$ cat config.mk
export PLATFORM = sky130hd
export DESIGN_NAME = fca_cmp
export DESIGN_NICKNAME = d
export VERILOG_FILES = /design/src/sv/fca_pkg.sv /design/src/sv/fca_cmp.sv
export SDC_FILE = /design/constraint.sdc
export NUM_CORES = 1
export LEC_CHECK = 0
export BUFFER_PORTS_ARGS = -buffer_cell sky130_fd_sc_hd__buf_2
export CORE_MARGIN = 2
export CORE_UTILIZATION = 39
export DETAILED_ROUTE_END_ITERATION = 8
export PLACE_DENSITY = 0.7
export SETUP_SLACK_MARGIN = 0.02
export SLEW_MARGIN = 10
export SYNTH_ARGS = -nofsm -noshare
export SYNTH_HDL_FRONTEND = slang
export SYNTH_SLANG_ARGS = --single-unit
export TNS_END_PERCENT = 1
$ cat constraint.sdc
create_clock -name vclk -period 2.7
set_input_delay 0.27 -clock vclk [all_inputs]
set_output_delay 0.27 -clock vclk [all_outputs]
set_load 0.005 [all_outputs]
$ cat src/sv/fca_pkg.sv
// Shared types and constants for the first-fit capacity allocator.
package fca_pkg;

    // Field widths of the item beats.
    localparam int unsigned KIND_W     = 1;
    localparam int unsigned SLOT_IDX_W = 10;
    localparam int unsigned AMT_W      = 31;
    localparam int unsigned COUNT_W    = 11;

    // Default number of slots held in the tree.
    localparam int unsigned SLOTS_DEFAULT = 1024;

    // Reset value of the slot count register.
    localparam logic [COUNT_W-1:0] COUNT_RESET = 11'd1024;

    // Item kinds.
    localparam logic [KIND_W-1:0] KIND_LOAD = 1'b0;
    localparam logic [KIND_W-1:0] KIND_REQ  = 1'b1;

    // One input beat.
    typedef struct packed {
        logic [KIND_W-1:0]     kind;
        logic [SLOT_IDX_W-1:0] slot_index;
        logic [AMT_W-1:0]      amount;
    } t_in_item;

    // One result beat.
    typedef struct packed {
        logic                  granted;
        logic [SLOT_IDX_W-1:0] chosen_slot;
        logic [AMT_W-1:0]      remaining;
    } t_out_item;

    // Result of the shared compare and subtract unit.
    typedef struct packed {
        logic             ge;
        logic [AMT_W-1:0] diff;
    } t_cmp_res;

endpackage

$ cat src/sv/fca_cmp.sv
// Shared compare and subtract unit used by the descent, leaf and path update steps of the sequencer.
module fca_cmp (
    input  logic [fca_pkg::AMT_W-1:0] i_a,
    input  logic [fca_pkg::AMT_W-1:0] i_b,
    output fca_pkg::t_cmp_res         o_res
);
    import fca_pkg::*;

    // One magnitude compare and one subtraction on the same operands.
    always_comb begin
        o_res.ge   = (i_a >= i_b);
        o_res.diff = i_a - i_b;
    end

endmodule

==> impl_table.tex <==
\begin{tabular}{lr}
\hline
Metric & Value \\
\hline
\multicolumn{2}{l}{\textbf{Outcome}} \\
\quad Result of the run & finished clean \\
\multicolumn{2}{l}{\textbf{Placement}} \\
\quad Number of buffers inserted by port buffering & 94 \\
\quad DP Worst Slack & 95.7 ps \\
\quad Count of placed standard cells including taps & 426 \\
\quad Post-DP HPWL & 4.07 mm \\
\quad Placer's final routability congestion estimate & 0.848 \\
\multicolumn{2}{l}{\textbf{Synthesis}} \\
\quad Yosys cell types & 51 \\
\quad Mapped Area & 0.00192 sq mm \\
\quad Count of warnings emitted by yosys & 0 \\
\quad Average footprint of a synthesized cell & 6.94 sq um \\
\quad Post-synthesis cell count & 277 \\
\quad Post-synthesis net count & 371 \\
\quad Sequential element share of the synthesized area & 0\% \\
\multicolumn{2}{l}{\textbf{Layout}} \\
\quad Area used by multi-input combinational logic & 0.00174 sq mm \\
\quad Most used cells in the layout excluding fill and tap cells & buf\_2, inv\_1, ha\_1 \\
\quad Non-Filler Instances & 428 \\
\quad Fill cells & 499 \\
\quad CLK BUF & 0 \\
\quad Most common cell after layout, fill and taps aside & buf\_2 \\
\quad Proportion of layout cells with a drive suffix above 1 & 33.8\% \\
\quad Ant. Diodes & 0 \\
\quad Synth-to-Final Area Change & 26.9\% \\
\quad Number of sequential cells & 0 \\
\quad Seq. cell area & 0 sq um \\
\quad Post-layout nets & 457 \\
\multicolumn{2}{l}{\textbf{Pwr}} \\
\quad Cell Pwr Density & 261 mW/mm\^{}2 \\
\quad Total power & 0.000636 W \\
\quad Reported leakage power & 1.28 nW \\
\quad VDD IR-drop max & 0.000119 V \\
\multicolumn{2}{l}{\textbf{Min path}} \\
\quad Hold Crit Depth & 4 \\
\quad Destination of the worst hold path & o\_res[0] \\
\quad Startpoint of the lowest-slack hold path & i\_b[0] \\
\quad Class of the most critical hold timing path & in -> out \\
\multicolumn{2}{l}{\textbf{GRT}} \\
\quad Maximum number of pins on one net before global-route repair & 10 \\
\quad Global-route total usage across every layer & 16.3\% \\
\quad Number of antenna violations at the first check in global routing & 0 \\
\quad Overall overflow remaining after global route & 0 \\
\quad Global-route wire length before repair & 7.67 mm \\
\quad Vias in the first global route & 1878 \\
\multicolumn{2}{l}{\textbf{Floorplanning}} \\
\quad Effective utilization at floorplan & 40.4\% \\
\quad Area of the core region & 0.00475 sq mm \\
\quad Top-level port count & 94 \\
\quad Total Die Area & 0.00551 sq mm \\
\quad Die boundary width & 74.2 um \\
\quad Site row count & 25 \\
\quad Die span in y & 74.2 um \\
\multicolumn{2}{l}{\textbf{Run}} \\
\quad Reported max-cap violation count & 0 \\
\multicolumn{2}{l}{\textbf{Routing}} \\
\quad Post-route antenna net violation count & 0 \\
\quad Routed vias & 2147 \\
\quad Average wire length per cell after detail routing & 11.5 um \\
\quad Final WL & 4.91 mm \\
\quad Routed via count divided by cell count & 5.02 \\
\quad Drc violations & 0 \\
\quad Number of violations reported at the end of detailed-routing iteration 0 & 66 \\
\quad 1st-pass router iterations & 4 \\
\multicolumn{2}{l}{\textbf{Timing}} \\
\quad Final max-slew violation count & 0 \\
\quad Hold Fails Final Rpt & 0 \\
\quad Hold WS & 910 ps \\
\quad Final WS setup & 109 ps \\
\quad Period minus WS final & 2590 ps \\
\quad Worst max-slew margin expressed relative to the limit & 69.3\% \\
\quad Achievable frequency & 386 MHz \\
\quad Setup Viol. Count Final & 0 \\
\quad Actual slew at the worst max-slew pin & 459 ps \\
\quad Ratio of final minimum period to clock period & 96.0\% \\
\multicolumn{2}{l}{\textbf{Setup path}} \\
\quad Cell with the biggest individual delay on the critical path & fa\_2 \\
\quad Kind of critical path & in -> out \\
\quad CP Cell Sequence & buf\_2 -> inv\_1 -> ha\_1 -> fa\_2 -> nand2b\_4 -> a21oi\_2 -> o21ai\_2 -> o21ai\_4 -> a31oi\_4 -> o31ai\_4 -> xor2\_1 -> buf\_2 \\
\quad Max Fanout on Critical Path & 4 \\
\quad Sort of element at the start of the critical path & input port \\
\quad CP endpoint kind & output port \\
\quad Most frequent cell on the critical path & buf\_2 \\
\quad Data arrival time of the critical path & 2320 ps \\
\quad Crit path largest cell delay & 360 ps \\
\quad Required time worst endpoint & 2430 ps \\
\multicolumn{2}{l}{\textbf{Clocking}} \\
\quad Hold-fix buffers, CTS & 0 \\
\hline
\end{tabular}
[area by class of cell]
cell class         instances  area share, %
multi-input cells        229           71.1
well taps                 67           3.44
inverters                 36           5.54
repair buffers            96           19.9
[per-stage QoR]
stage                     instance area (sq um)  TNS [ps]  util [%]
after floorplan                            1920         0         -
after global placement                     2400         0      50.4
after detailed placement                   2400         0      50.4
after CTS                                  2400         0      50.4
after global routing                       2440     -5.40      51.3
final                                      2440         0      51.3
[worst max-delay path by stage]
stage	slack [ps]	endpoint	from
after floorplan	430	o_res[26]	i_a[0]
final	110	o_res[26]	i_a[0]
after global placement	130	o_res[26]	i_a[0]
after detailed placement	100	o_res[26]	i_a[0]
after global routing	-5	o_res[26]	i_a[0]
after CTS	90	o_res[26]	i_a[0]
[metal layers]
layer	global-route usage, %	routed length (um)	up-vias
met4	0.595	17	0
met3	0.542	273	2
met5	0	0	-
li1	-	-	1144
met1	23.0	2370	935
met2	29.2	2250	66
[power breakdown]
group | leakage [nW] | switching (W) | total (W) | internal (W)
Clock | 0 | 0 | 0 | 0
Sequential | 0 | 0 | 0 | 0
Combinational | 1.28 | 0.000338 | 0.000636 | 0.000298
[worst max-delay path: cells and delay by family]
family          cells  cell delay, ps
compound gates      5             920
xor+xnor            1             150
fa+ha+maj           2             580
buf+inv             3             220
simple gates        1             160
[synthesized netlist by cell type, types with 2 or more instances]
cell	number	area, sq um
o21ai_2	2	17.5
o21ai_1	9	45.0
o211ai_1	5	37.5
nor2_1	17	63.8
buf_4	4	30.0
o21ba_1	2	20.0
o21ai_0	6	30.0
nand4_1	11	68.8
clkbuf_1	2	7.51
a21o_1	5	37.5
nand3_1	7	35.0
xnor2_1	14	123
buf_2	3	15.0
a31oi_1	2	12.5
o21a_1	3	22.5
xor2_1	15	131
a211oi_1	3	22.5
o21bai_1	4	30.0
and2_1	3	18.8
a21oi_1	25	125
a21oi_2	6	52.6
buf_6	2	22.5
inv_1	36	135
a31oi_2	2	25.0
nand2_1	25	93.8
nor3_1	5	25.0
nor2b_1	3	18.8
nand2b_1	2	12.5
a211oi_2	2	25.0
ha_1	31	388
[logic make-up after synthesis]
logic type	Yosys count	share of synthesized area, %
AO/OA/AOI/OAI	87	33.4
AND/OR/NAND/NOR	81	21.0
buffers and inverters	48	11.2
adder cells (fa/ha/maj)	32	21.2
XOR/XNOR	29	13.2
[what timing repair did]
item,4_1_cts,5_1_grt
buffers inserted,0,2
resized for setup,0,4
setup endpoints to repair,0,4
Note: power is estimated with default switching activity, not from simulation.
